`src/rtl/bbps_pkg.sv`:
```
package bbps_pkg;

  localparam int VW = 24;
  localparam int GW = 16;
  localparam int PW = VW + 1;
  localparam int CFG_IDX_W = 3;

  typedef enum logic [CFG_IDX_W-1:0] {
    REG_GRAVITY_ACCEL,
    REG_BOUNCE_GAIN,
    REG_FLOOR_DRAG,
    REG_STOP_THRESHOLD,
    REG_BOUND_LEFT,
    REG_BOUND_RIGHT,
    REG_BOUND_TOP,
    REG_BOUND_BOTTOM
  } cfg_reg_t;

  typedef enum logic {
    MODE_TICK = 1'b0,
    MODE_LOAD = 1'b1
  } mode_t;

  typedef struct packed {
    logic                 mode;
    logic [GW-1:0]        delta_time;
    logic signed [VW-1:0] load_pos_x;
    logic signed [VW-1:0] load_pos_y;
    logic signed [VW-1:0] load_vel_x;
    logic signed [VW-1:0] load_vel_y;
  } in_item_t;

  typedef struct packed {
    logic signed [VW-1:0] pos_x;
    logic signed [VW-1:0] pos_y;
    logic signed [VW-1:0] vel_x;
    logic signed [VW-1:0] vel_y;
    logic                 stopped;
  } out_item_t;

  typedef enum logic [2:0] {
    M_GRAV,
    M_VX_DT,
    M_VY_DT,
    M_NVY_GAIN,
    M_VX_DRAG,
    M_NVX_GAIN
  } mul_sel_t;

  typedef enum logic [2:0] {
    U_NONE,
    U_VY_ADD,
    U_X_ADD,
    U_Y_ADD,
    U_VY_SET,
    U_VX_SET
  } upd_t;

  typedef struct packed {
    logic     capture;
    mul_sel_t mul_sel;
    upd_t     upd;
    logic     stop_chk;
    logic     out_load;
  } cmd_t;

  typedef struct packed {
    logic at_rest;
    logic hit_bottom;
    logic hit_top;
    logic hit_x;
  } sts_t;

endpackage

```
`src/rtl/bbps_ctrl.sv`:
```
module bbps_ctrl
  import bbps_pkg::*;
(
  input  logic clk,
  input  logic rst_n,
  input  logic in_valid,
  output logic in_ready,
  input  logic in_mode,
  output logic out_valid,
  input  logic out_ready,
  input  sts_t sts,
  output cmd_t cmd
);

  typedef enum logic [3:0] {
    S_IDLE,
    S_GRAV,
    S_VY,
    S_PX,
    S_PY,
    S_YHIT,
    S_YSET,
    S_DRAG,
    S_XHIT,
    S_XSET,
    S_STOP,
    S_FINISH
  } state_t;

  state_t state_r, state_nxt;
  logic   out_valid_r, out_valid_nxt;
  logic   accept;
  logic   out_free;

  assign in_ready  = (state_r == S_IDLE);
  assign accept    = in_valid && in_ready;
  assign out_free  = !out_valid_r || out_ready;
  assign out_valid = out_valid_r;

  always_comb begin
    cmd          = '0;
    cmd.mul_sel  = M_GRAV;
    cmd.upd      = U_NONE;
    cmd.capture  = accept;
    state_nxt    = state_r;
    out_valid_nxt = out_valid_r && !out_ready;
    unique case (state_r)
      S_IDLE: begin
        if (accept) begin
          if (in_mode == MODE_LOAD || sts.at_rest) state_nxt = S_FINISH;
          else state_nxt = S_GRAV;
        end
      end
      S_GRAV: begin
        cmd.mul_sel = M_GRAV;
        state_nxt   = S_VY;
      end
      S_VY: begin
        cmd.upd     = U_VY_ADD;
        cmd.mul_sel = M_VX_DT;
        state_nxt   = S_PX;
      end
      S_PX: begin
        cmd.upd     = U_X_ADD;
        cmd.mul_sel = M_VY_DT;
        state_nxt   = S_PY;
      end
      S_PY: begin
        cmd.upd   = U_Y_ADD;
        state_nxt = S_YHIT;
      end
      S_YHIT: begin
        cmd.mul_sel = M_NVY_GAIN;
        if (sts.hit_bottom || sts.hit_top) state_nxt = S_YSET;
        else state_nxt = S_XHIT;
      end
      S_YSET: begin
        cmd.upd     = U_VY_SET;
        cmd.mul_sel = M_VX_DRAG;
        if (sts.hit_bottom) state_nxt = S_DRAG;
        else state_nxt = S_XHIT;
      end
      S_DRAG: begin
        cmd.upd   = U_VX_SET;
        state_nxt = S_XHIT;
      end
      S_XHIT: begin
        cmd.mul_sel = M_NVX_GAIN;
        if (sts.hit_x) state_nxt = S_XSET;
        else state_nxt = S_STOP;
      end
      S_XSET: begin
        cmd.upd   = U_VX_SET;
        state_nxt = S_STOP;
      end
      S_STOP: begin
        cmd.stop_chk = 1'b1;
        state_nxt    = S_FINISH;
      end
      S_FINISH: begin
        if (out_free) begin
          cmd.out_load  = 1'b1;
          out_valid_nxt = 1'b1;
          state_nxt     = S_IDLE;
        end
      end
      default: state_nxt = S_IDLE;
    endcase
  end

  always_ff @(posedge clk) begin
    if (!rst_n) begin
      state_r     <= S_IDLE;
      out_valid_r <= 1'b0;
    end else begin
      state_r     <= state_nxt;
      out_valid_r <= out_valid_nxt;
    end
  end

endmodule

```
`src/rtl/bbps_datapath.sv`:
```
module bbps_datapath
  import bbps_pkg::*;
(
  input  logic                 clk,
  input  logic                 rst_n,
  input  logic                 cfg_we,
  input  logic [CFG_IDX_W-1:0] cfg_index,
  input  logic [VW-1:0]        cfg_data,
  input  in_item_t             in_data,
  output out_item_t            out_data,
  input  cmd_t                 cmd,
  output sts_t                 sts
);

  logic [VW-2:0]        grav_r;
  logic [GW-1:0]        gain_r;
  logic [GW-1:0]        drag_r;
  logic [VW-2:0]        thr_r;
  logic signed [VW-1:0] left_r, right_r, top_r, bottom_r;

  logic signed [VW-1:0] x_r, y_r, vx_r, vy_r;
  logic                 rest_r;
  logic                 hit_bot_r, hit_top_r, hit_x_r;
  logic [GW-1:0]        dt_r;
  logic signed [PW-1:0] prod_r;
  out_item_t            out_r;

  logic signed [PW-1:0]   mul_a;
  logic signed [GW:0]     mul_b;
  logic signed [PW+GW:0]  prod;
  logic signed [VW+1:0]   prod_ext;
  logic signed [VW-1:0]   sum_x, sum_y, sum_vy, prod_sat;
  logic [VW-1:0]          abs_x, abs_y;
  logic [VW:0]            speed_sum;
  logic                   slow;

  function automatic logic signed [VW-1:0] sat_val(input logic signed [VW+1:0] v);
    logic signed [VW+1:0] hi;
    logic signed [VW+1:0] lo;
    logic signed [VW-1:0] r;
    hi = {3'b000, {(VW-1){1'b1}}};
    lo = ~hi;
    if (v > hi) r = hi[VW-1:0];
    else if (v < lo) r = lo[VW-1:0];
    else r = v[VW-1:0];
    return r;
  endfunction

  function automatic logic signed [VW+1:0] ext2(input logic signed [VW-1:0] v);
    return {{2{v[VW-1]}}, v};
  endfunction

  function automatic logic signed [PW-1:0] ext1(input logic signed [VW-1:0] v);
    return {v[VW-1], v};
  endfunction

  always_comb begin
    unique case (cmd.mul_sel)
      M_GRAV: begin
        mul_a = {2'b00, grav_r};
        mul_b = {1'b0, dt_r};
      end
      M_VX_DT: begin
        mul_a = ext1(vx_r);
        mul_b = {1'b0, dt_r};
      end
      M_VY_DT: begin
        mul_a = ext1(vy_r);
        mul_b = {1'b0, dt_r};
      end
      M_NVY_GAIN: begin
        mul_a = -ext1(vy_r);
        mul_b = {1'b0, gain_r};
      end
      M_VX_DRAG: begin
        mul_a = ext1(vx_r);
        mul_b = {1'b0, drag_r};
      end
      M_NVX_GAIN: begin
        mul_a = -ext1(vx_r);
        mul_b = {1'b0, gain_r};
      end
      default: begin
        mul_a = '0;
        mul_b = '0;
      end
    endcase
    prod = mul_a * mul_b;
  end

  assign prod_ext  = {prod_r[PW-1], prod_r};
  assign sum_vy    = sat_val(ext2(vy_r) + prod_ext);
  assign sum_x     = sat_val(ext2(x_r) + prod_ext);
  assign sum_y     = sat_val(ext2(y_r) + prod_ext);
  assign prod_sat  = sat_val(prod_ext);
  assign abs_x     = vx_r[VW-1] ? (~vx_r + 1'b1) : vx_r;
  assign abs_y     = vy_r[VW-1] ? (~vy_r + 1'b1) : vy_r;
  assign speed_sum = {1'b0, abs_x} + {1'b0, abs_y};
  assign slow      = speed_sum < {2'b00, thr_r};

  always_ff @(posedge clk) begin
    if (!rst_n) begin
      grav_r   <= '0;
      gain_r   <= '0;
      drag_r   <= '1;
      thr_r    <= '0;
      left_r   <= '0;
      right_r  <= '0;
      top_r    <= '0;
      bottom_r <= '0;
    end else if (cfg_we) begin
      unique case (cfg_reg_t'(cfg_index))
        REG_GRAVITY_ACCEL:  grav_r   <= cfg_data[VW-2:0];
        REG_BOUNCE_GAIN:    gain_r   <= cfg_data[GW-1:0];
        REG_FLOOR_DRAG:     drag_r   <= cfg_data[GW-1:0];
        REG_STOP_THRESHOLD: thr_r    <= cfg_data[VW-2:0];
        REG_BOUND_LEFT:     left_r   <= cfg_data;
        REG_BOUND_RIGHT:    right_r  <= cfg_data;
        REG_BOUND_TOP:      top_r    <= cfg_data;
        REG_BOUND_BOTTOM:   bottom_r <= cfg_data;
      endcase
    end
  end

  always_ff @(posedge clk) begin
    prod_r <= prod[PW+GW-1:GW];
    if (cmd.capture) dt_r <= in_data.delta_time;
    if (cmd.out_load) begin
      out_r.pos_x   <= x_r;
      out_r.pos_y   <= y_r;
      out_r.vel_x   <= vx_r;
      out_r.vel_y   <= vy_r;
      out_r.stopped <= rest_r;
    end
    unique case (cmd.upd)
      U_X_ADD: begin
        if (sum_x <= left_r) begin
          hit_x_r <= 1'b1;
        end else if (sum_x >= right_r) begin
          hit_x_r <= 1'b1;
        end else begin
          hit_x_r <= 1'b0;
        end
      end
      U_Y_ADD: begin
        hit_bot_r <= (sum_y >= bottom_r);
        hit_top_r <= (sum_y < bottom_r) && (sum_y <= top_r);
      end
      default: ;
    endcase
  end

  always_ff @(posedge clk) begin
    if (!rst_n) begin
      x_r    <= '0;
      y_r    <= '0;
      vx_r   <= '0;
      vy_r   <= '0;
      rest_r <= 1'b0;
    end else if (cmd.capture && in_data.mode == MODE_LOAD) begin
      x_r    <= in_data.load_pos_x;
      y_r    <= in_data.load_pos_y;
      vx_r   <= in_data.load_vel_x;
      vy_r   <= in_data.load_vel_y;
      rest_r <= 1'b0;
    end else if (cmd.stop_chk) begin
      if (slow) begin
        rest_r <= 1'b1;
        vx_r   <= '0;
        vy_r   <= '0;
      end
    end else begin
      unique case (cmd.upd)
        U_VY_ADD: vy_r <= sum_vy;
        U_X_ADD: begin
          priority if (sum_x <= left_r) x_r <= left_r;
          else if (sum_x >= right_r) x_r <= right_r;
          else x_r <= sum_x;
        end
        U_Y_ADD: begin
          priority if (sum_y >= bottom_r) y_r <= bottom_r;
          else if (sum_y <= top_r) y_r <= top_r;
          else y_r <= sum_y;
        end
        U_VY_SET: vy_r <= prod_sat;
        U_VX_SET: vx_r <= prod_sat;
        default: ;
      endcase
    end
  end

  assign out_data       = out_r;
  assign sts.at_rest    = rest_r;
  assign sts.hit_bottom = hit_bot_r;
  assign sts.hit_top    = hit_top_r;
  assign sts.hit_x      = hit_x_r;

endmodule

```
`src/rtl/bouncing_ball_physics_step.sv`:
```
// channel  direction  handshake             payload
// in       input      in_valid/in_ready     in_data (in_item_t)
// out      output     out_valid/out_ready   out_data (out_item_t)
// cfg      input      cfg_valid/cfg_ready   cfg_index, cfg_data
//
// A tick steps from transfer to result through the multiply and update states: one shared 25x17 multiplier
// serves gravity, motion, bounce and drag products in turn, one product a cycle.
// A load item, or a tick while at rest, goes straight from the transfer to the finish state.
// Synchronous active-low reset clears the ball state and restores register defaults.
// A result waiting in the output register stalls only the next result, not the next transfer.
// cfg_ready is always high.
module bouncing_ball_physics_step
  import bbps_pkg::*;
(
  input  logic                 clk,
  input  logic                 rst_n,
  input  logic                 in_valid,
  output logic                 in_ready,
  input  in_item_t             in_data,
  output logic                 out_valid,
  input  logic                 out_ready,
  output out_item_t            out_data,
  input  logic                 cfg_valid,
  output logic                 cfg_ready,
  input  logic [CFG_IDX_W-1:0] cfg_index,
  input  logic [VW-1:0]        cfg_data
);

  cmd_t cmd;
  sts_t sts;

  assign cfg_ready = 1'b1;

  bbps_ctrl u_ctrl (
    .clk       (clk),
    .rst_n     (rst_n),
    .in_valid  (in_valid),
    .in_ready  (in_ready),
    .in_mode   (in_data.mode),
    .out_valid (out_valid),
    .out_ready (out_ready),
    .sts       (sts),
    .cmd       (cmd)
  );

  bbps_datapath u_dp (
    .clk       (clk),
    .rst_n     (rst_n),
    .cfg_we    (cfg_valid && cfg_ready),
    .cfg_index (cfg_index),
    .cfg_data  (cfg_data),
    .in_data   (in_data),
    .out_data  (out_data),
    .cmd       (cmd),
    .sts       (sts)
  );

endmodule

```
`config.mk`:
```
export PLATFORM = sky130hd
export DESIGN_NAME = bouncing_ball_physics_step
export DESIGN_NICKNAME = d
export VERILOG_FILES = /design/src/rtl/bbps_pkg.sv /design/src/rtl/bbps_ctrl.sv /design/src/rtl/bbps_datapath.sv /design/src/rtl/bouncing_ball_physics_step.sv
export SDC_FILE = /design/constraint.sdc
export NUM_CORES = 2
export LEC_CHECK = 0
export BUFFER_PORTS_ARGS = -buffer_cell sky130_fd_sc_hd__buf_2
export CAP_MARGIN = 10
export CORE_MARGIN = 4
export CORE_UTILIZATION = 40
export DETAILED_ROUTE_END_ITERATION = 8
export PLACE_DENSITY = 0.53
export SYNTH_ARGS = -nofsm -noshare
export SYNTH_HDL_FRONTEND = slang
export SYNTH_HIERARCHICAL = 1
export SYNTH_SLANG_ARGS = --single-unit
```
`constraint.sdc`:
```
create_clock -name clk -period 12.4 [get_ports clk]
set_clock_uncertainty 0.15 [all_clocks]
set_input_delay 1.86 -clock clk [delete_from_list [all_inputs] [get_ports clk]]
set_output_delay 1.86 -clock clk [all_outputs]
set_load 0.01 [all_outputs]
```
Word level (Yosys, flattened, before mapping):

Cells that the tools add are included.

* add/subtract/negate cells: 8
* $mul: 1
* div/mod/pow operators: 0
* order comparisons: 14
* equality and inequality tests: 32
* shifts and indexed selects: 0
* muxes and demuxes: 44
* bitwise operators: 3
* reductions and logical operators: 35

Operator list (count)
* $mux 24: 26
* $pmux 25 s5: 1
* $add 24x25->26: 3
* $gt 26x24->1 const B: 3
* $lt 26x24->1 const B: 3
* $neg 24->25: 2
* $add 24x1->24 const B: 2
* $ge 24x24->1: 2
* $le 24x24->1: 2
* $not 24->24: 2
* $pmux 16 s3: 1
* $pmux 24 s2: 1
* $pmux 4 s12: 1
* $mul 25x17->41: 1
* $pmux 3 s5: 2
* $reduce_and 2->1: 14
* $add 24x24->25: 1
* $gt 25x24->1 const B: 1
* $lt 25x23->1: 1
* $lt 25x24->1 const B: 1
* $eq 3x3->1 const B: 8
* $lt 24x24->1: 1
* $mux 4: 5
* $eq 3x2->1 const B: 6
* 21 further kinds: 47

* flip-flop bits (word level): 417
* latch bits: 0
* bits in writable memories: 0
* memory bits (read-only): 0
* input port bits: 145
* output and inout bits: 100
* logic and storage cells: 162
* memories: 0

Depth between registers and ports, before layout:

* depth after elaboration: 10
* mapped depth: 37
* mapped depth without buffers: 35

By module:

The synthesis kept the hierarchy.

By module, submodules not included
* bbps_datapath: instances 1, cells an instance 4740, area an instance 39867.0 sq um, seq. area each 9409.0 sq um
* bbps_ctrl: instances 1, cells an instance 65, area an instance 523.0 sq um, seq. area each 100.1 sq um
* bouncing_ball_physics_step: instances 1, cells an instance 2, area an instance 11.3 sq um, seq. area each 0.0 sq um

Least setup slack after synthesis:

Ideal clock, no wire load.

* path type: register to register
* start: register u_dp.vy_r[1]
* end: register u_dp.prod_r[24]
* library setup time: 0.072 ns
* arrival: 8.508 ns
* required time: 12.178 ns
* path slack: 3.670 ns
* cell stages (with the launch flop): 32
* buffers on the path: 1
* clock period less this slack: 8.730 ns
* cells stage by stage: dfxtp_1 > inv_1 > ha_1 > or3b_4 > or3_4 > or3_4 > or2_4 > or3_4 > xor2_2 > a221oi_4 > buf_6 > nor2_1 > fa_1 > inv_1 > fa_1 > fa_1 > inv_1 > fa_1 > fa_1 > inv_1 > fa_1 > inv_1 > ha_1 > a2111oi_0 > nand3_1 > a21oi_1 > o221ai_1 > o311ai_1 > a21oi_1 > or3_1 > a31oi_1 > xnor2_1

* word-level cells in the longest chain between the ends: 3

RTL lines
* start: declaration: RTL line bbps_datapath.sv:21 `logic signed [VW-1:0] x_r, y_r, vx_r, vy_r;`
* start signal: assignment: RTL line bbps_datapath.sv:164 `vy_r <= in_data.load_vel_y;`
* start signal: assignment: RTL line bbps_datapath.sv:174 `U_VY_ADD: vy_r <= sum_vy;`
* start signal: assignment: RTL line bbps_datapath.sv:185 `U_VY_SET: vy_r <= prod_sat;`
* $neg 24->25: RTL line bbps_datapath.sv:72 `mul_a = -ext1(vy_r);`
* $pmux 25 s5 *: RTL line bbps_datapath.sv:58 `unique case (cmd.mul_sel)`
* $mul 25x17->41 *: RTL line bbps_datapath.sv:88 `prod = mul_a * mul_b;`
* net u_dp.prod[40]: RTL line bbps_datapath.sv:30 `logic signed [PW+GW:0] prod;`
* end signal: assignment: RTL line bbps_datapath.sv:126 `prod_r <= prod[PW+GW-1:GW];`
* end: declaration: RTL line bbps_datapath.sv:25 `logic signed [PW-1:0] prod_r;`

Mark *: on every way through the listed nets, which the timed path passes. The rest lies on a longest branch.
A chain may end at the register's enable or synchronous reset.

==> flow_summary.html <==
<table>
<tr><th>Metric</th><th>Value</th></tr>
<tr><th colspan="2">Outcome</th></tr>
<tr><td>Outcome</td><td>finished clean</td></tr>
<tr><th colspan="2">Critical path</th></tr>
<tr><td>Worst-path maximum fanout</td><td>28</td></tr>
<tr><td>CP max stage cell</td><td>xor2_1</td></tr>
<tr><td>Startpoint types</td><td>flip-flop</td></tr>
<tr><td>Worst reg2reg setup slack</td><td>1980 ps</td></tr>
<tr><td>Data arrival at the endpoint of the critical path</td><td>10,790 ps</td></tr>
<tr><td>CP required</td><td>12,770 ps</td></tr>
<tr><td>Critical Setup Path Class</td><td>reg -&gt; reg</td></tr>
<tr><td>Crit path from</td><td>u_ctrl/state_r[2]$_SDFFE_PN0P_</td></tr>
<tr><td>CP endpoint kind</td><td>flip-flop</td></tr>
<tr><td>Launch point of the worst reg-to-reg path</td><td>u_ctrl/state_r[2]$_SDFFE_PN0P_</td></tr>
<tr><td>Delay contributed by the slowest stage of the critical path</td><td>990 ps</td></tr>
<tr><th colspan="2">Routing</th></tr>
<tr><td>Via Count</td><td>35,300</td></tr>
<tr><td>Count of TritonRoute iterations in the first routing pass</td><td>8</td></tr>
<tr><td>Iteration-0 DRC count of the detailed router</td><td>3,439</td></tr>
<tr><td>Antenna Violating Nets Remaining</td><td>0</td></tr>
<tr><td>Detailed-route wire length per cell</td><td>24.8 um</td></tr>
<tr><td>Mean number of vias per cell</td><td>5.62</td></tr>
<tr><td>DRC violations left</td><td>0</td></tr>
<tr><td>Total wire length</td><td>155 mm</td></tr>
<tr><th colspan="2">Synthesis</th></tr>
<tr><td>Syn Nets</td><td>5,659</td></tr>
<tr><td>Yosys warning count</td><td>6</td></tr>
<tr><td>Synthesized flop and latch total</td><td>417</td></tr>
<tr><td>Number of enable-type register cells in the synthesized netlist</td><td>116</td></tr>
<tr><td>Mean post-synth cell area</td><td>8.40 um^2</td></tr>
<tr><td>Mapped Cells</td><td>4,807</td></tr>
<tr><td>Share of synthesized area occupied by flip-flops and latches</td><td>23.5%</td></tr>
<tr><td>Post-Syn Area</td><td>0.0404 mm^2</td></tr>
<tr><td>Cell variety after synth</td><td>102</td></tr>
<tr><td>Ys async rst share</td><td>0%</td></tr>
<tr><td>Most used flip-flop cell after synthesis</td><td>dfxtp_1</td></tr>
<tr><th colspan="2">CTS</th></tr>
<tr><td>CTS tree</td><td>yes</td></tr>
<tr><td># clock sinks</td><td>417</td></tr>
<tr><td>Htree depth</td><td>2</td></tr>
<tr><td>Worst-skew pair later-pin latency</td><td>670 ps</td></tr>
<tr><td>CTS-repair resized insts</td><td>0</td></tr>
<tr><td>Number of buffers between clock root and the deepest sink</td><td>3</td></tr>
<tr><td>CTS clock-pin slew for the worst setup and hold paths</td><td>70 ps</td></tr>
<tr><td>Clock root cell</td><td>clkbuf_16</td></tr>
<tr><td>Post-CTS setup repair buffer count</td><td>0</td></tr>
<tr><td>Hold-fix buffer count after cts</td><td>0</td></tr>
<tr><td>Number of CTS-inserted buffers</td><td>52</td></tr>
<tr><th colspan="2">GRT</th></tr>
<tr><td>Pin count of the biggest net entering global routing</td><td>86</td></tr>
<tr><td>Remaining global-route overflow</td><td>0</td></tr>
<tr><td>Met2 layer usage reported by global route</td><td>47.1%</td></tr>
<tr><td>Antenna violations before repair</td><td>19</td></tr>
<tr><td>Met3 routing resource usage after global routing</td><td>4.14%</td></tr>
<tr><td>All-layer global routing usage</td><td>28.8%</td></tr>
<tr><td>Global routing usage on met1</td><td>40.0%</td></tr>
<tr><td>Wire length of the first global-routing pass</td><td>230 mm</td></tr>
<tr><td>Layer with the highest usage after global routing</td><td>met2</td></tr>
<tr><td>Vias in the first global route</td><td>34,500</td></tr>
<tr><th colspan="2">Floorplan</th></tr>
<tr><td>DIE AREA</td><td>0.106 mm^2</td></tr>
<tr><td>Number of primary I/O pins</td><td>245</td></tr>
<tr><td>Die Ht</td><td>326 um</td></tr>
<tr><td>Cell Rows</td><td>116</td></tr>
<tr><td>Std-Cell Core Area</td><td>0.100 mm^2</td></tr>
<tr><td>Starting utilization of the core area</td><td>40.3%</td></tr>
<tr><td>Die width</td><td>326 um</td></tr>
<tr><th colspan="2">Placed design</th></tr>
<tr><td>Post-DP HPWL</td><td>120 mm</td></tr>
<tr><td>IO buf count</td><td>243</td></tr>
<tr><td># placed instances</td><td>6,173</td></tr>
<tr><td>Final weighted congestion of routability-driven global placement</td><td>0.932</td></tr>
<tr><th colspan="2">Timing</th></tr>
<tr><td>Fmax</td><td>0.0960 GHz</td></tr>
<tr><td>RSZ-0062 raised after global routing</td><td>false</td></tr>
<tr><td>Worst hold slack after final layout</td><td>305 ps</td></tr>
<tr><td>Count of final hold-check violations</td><td>0</td></tr>
<tr><td>Summed negative setup slack over all endpoints</td><td>0 ps</td></tr>
<tr><td>Slew @ Worst Pin</td><td>1230 ps</td></tr>
<tr><td>Post-route clock period utilization</td><td>84.0%</td></tr>
<tr><td>Final critical path time including I/O delays and setup</td><td>10,420 ps</td></tr>
<tr><td>Remaining max-slew budget at the tightest pin</td><td>18.2%</td></tr>
<tr><td>Final setup violating endpoints</td><td>0</td></tr>
<tr><td>Max-slew violations</td><td>0</td></tr>
<tr><th colspan="2">Layout</th></tr>
<tr><td>Layout overhead on the synthesized area</td><td>10.5%</td></tr>
<tr><td>Fill cells</td><td>10,100</td></tr>
<tr><td>Final Non-Filler Cells</td><td>6,277</td></tr>
<tr><td>Leading cell types in the layout, fill and taps excluded</td><td>747 x nand2_1, 635 x inv_1, 388 x fa_1</td></tr>
<tr><td>Final core area utilization</td><td>44.6%</td></tr>
<tr><td>Final-stage net count</td><td>5,781</td></tr>
<tr><td>Commonest non-fill, non-tap cell in the layout</td><td>nand2_1</td></tr>
<tr><td>Share of layout cells above drive strength 1</td><td>9.61%</td></tr>
<tr><th colspan="2">Min path</th></tr>
<tr><td>Start point of the worst hold path</td><td>u_dp/left_r[2]$_SDFFE_PN0P_</td></tr>
<tr><td>Class of the worst hold path</td><td>reg -&gt; reg</td></tr>
<tr><th colspan="2">Flow run</th></tr>
<tr><td>Count of max-cap constraint violations</td><td>0</td></tr>
</table>
[per-layer routing]
metal	wire length [um]	share of wire, %	vias up
li1	-	-	16300
met1	67800	44	17200
met2	71500	46	1449
met3	11400	7.3	240
met4	4740	3.0	6
met5	38	0.024	-
[synth_stat cells (9+ instances only)]
library cell | instances | area (um^2)
a2111oi_0 | 9 | 78.8
a211o_1 | 16 | 140
a211oi_1 | 30 | 225
a21boi_0 | 10 | 75.1
a21o_1 | 99 | 743
a21oi_1 | 342 | 1710
a221o_1 | 24 | 240
a22o_1 | 10 | 87.6
a22oi_1 | 81 | 608
a311oi_1 | 23 | 201
a31oi_1 | 21 | 131
and2_1 | 30 | 188
and3_1 | 17 | 106
buf_1 | 21 | 78.8
buf_2 | 12 | 60.1
buf_4 | 10 | 75.1
clkbuf_1 | 180 | 676
clkbuf_2 | 16 | 80.1
dfxtp_1 | 301 | 6030
edfxtp_1 | 116 | 3480
fa_1 | 388 | 7770
ha_1 | 319 | 3990
inv_1 | 635 | 2380
nand2_1 | 747 | 2800
nand2b_1 | 55 | 344
nand3_1 | 70 | 350
nand4_1 | 29 | 181
nor2_1 | 388 | 1460
nor2b_1 | 44 | 275
nor3_1 | 50 | 250
o211ai_1 | 16 | 120
o21a_1 | 31 | 233
o21ai_0 | 154 | 771
o21bai_1 | 19 | 143
o221ai_1 | 19 | 166
o22ai_1 | 25 | 156
o31ai_1 | 19 | 143
o32ai_1 | 13 | 114
or2_2 | 17 | 106
or3_1 | 16 | 100
xnor2_1 | 129 | 1130
xor2_1 | 74 | 648
[kinds of logic (layout without fill, tap and decap cells)]
logic type	count (synthesis)	in the layout	synth area share, %
other cells	1	7	0.00928
buf+inv	881	1047	8.46
mux	10	10	0.257
fa+ha+maj	707	707	29.1
xor+xnor	204	204	4.44
simple gates	1522	1522	16.6
compound gates	1065	1065	17.6
flops	417	417	23.5
[flip-flops by register name (all words and copies together), names as in the netlist]
register / count
u_dp/thr_r: 23
u_dp/left_r: 24
u_dp/vx_r: 24
u_dp/right_r: 24
u_dp/drag_r: 16
u_dp/hit_x_r: 1
u_dp/out_data: 97
u_dp/vy_r: 24
u_dp/top_r: 24
u_ctrl/state_r: 4
u_dp/dt_r: 16
u_dp/gain_r: 16
u_dp/grav_r: 23
u_dp/bottom_r: 24
u_dp/x_r: 24
u_dp/hit_bot_r: 1
u_dp/rest_r: 1
u_dp/prod_r: 25
u_dp/y_r: 24
u_ctrl/out_valid: 1
u_dp/hit_top_r: 1
[through the flow]
step | area [um^2] | worst slack, ps
after floorplan | 40400 | 3670
after global routing | 44600 | 1360
after CTS | 44600 | 1990
after global placement | 42800 | 2220
after detailed placement | 42800 | 2090
final | 44600 | 1980
[final timing paths]
kind,depth (start not counted),endpoint
worst min-delay path,2,u_dp/left_r[2]$_SDFFE_PN0P_
worst max register to register,30,u_dp/prod_r[24]$_DFF_P_
worst max-delay path,30,u_dp/prod_r[24]$_DFF_P_
worst min register to register,2,u_dp/left_r[2]$_SDFFE_PN0P_
[worst max-delay path, delay by kind of cell, from the launching register on]
kind                     cells  cell delay, ps
XOR/XNOR                     2            1070
AND/OR/NAND/NOR              7            1870
buffers and inverters        6             580
adder cells (fa/ha/maj)      7            2990
flip-flops                   1             630
AO/OA/AOI/OAI                8            2900
[cell type report]
cell class	count	area (um^2)	area share [%]
Antenna cell	6	15.0	0.0336
Clock buffer	71	1520	3.40
Timing Repair Buffer	312	1730	3.88
Tap cell	1298	1620	3.64
Clock inverter	27	323	0.723
Multi-Input combinational cell	3509	27500	61.7
Inverter	637	2400	5.37
Sequential cell	417	9510	21.3
Power is left out: the tool's default activity adds up to more than one toggle a clock period on the data nets, which glitch-free logic cannot reach.
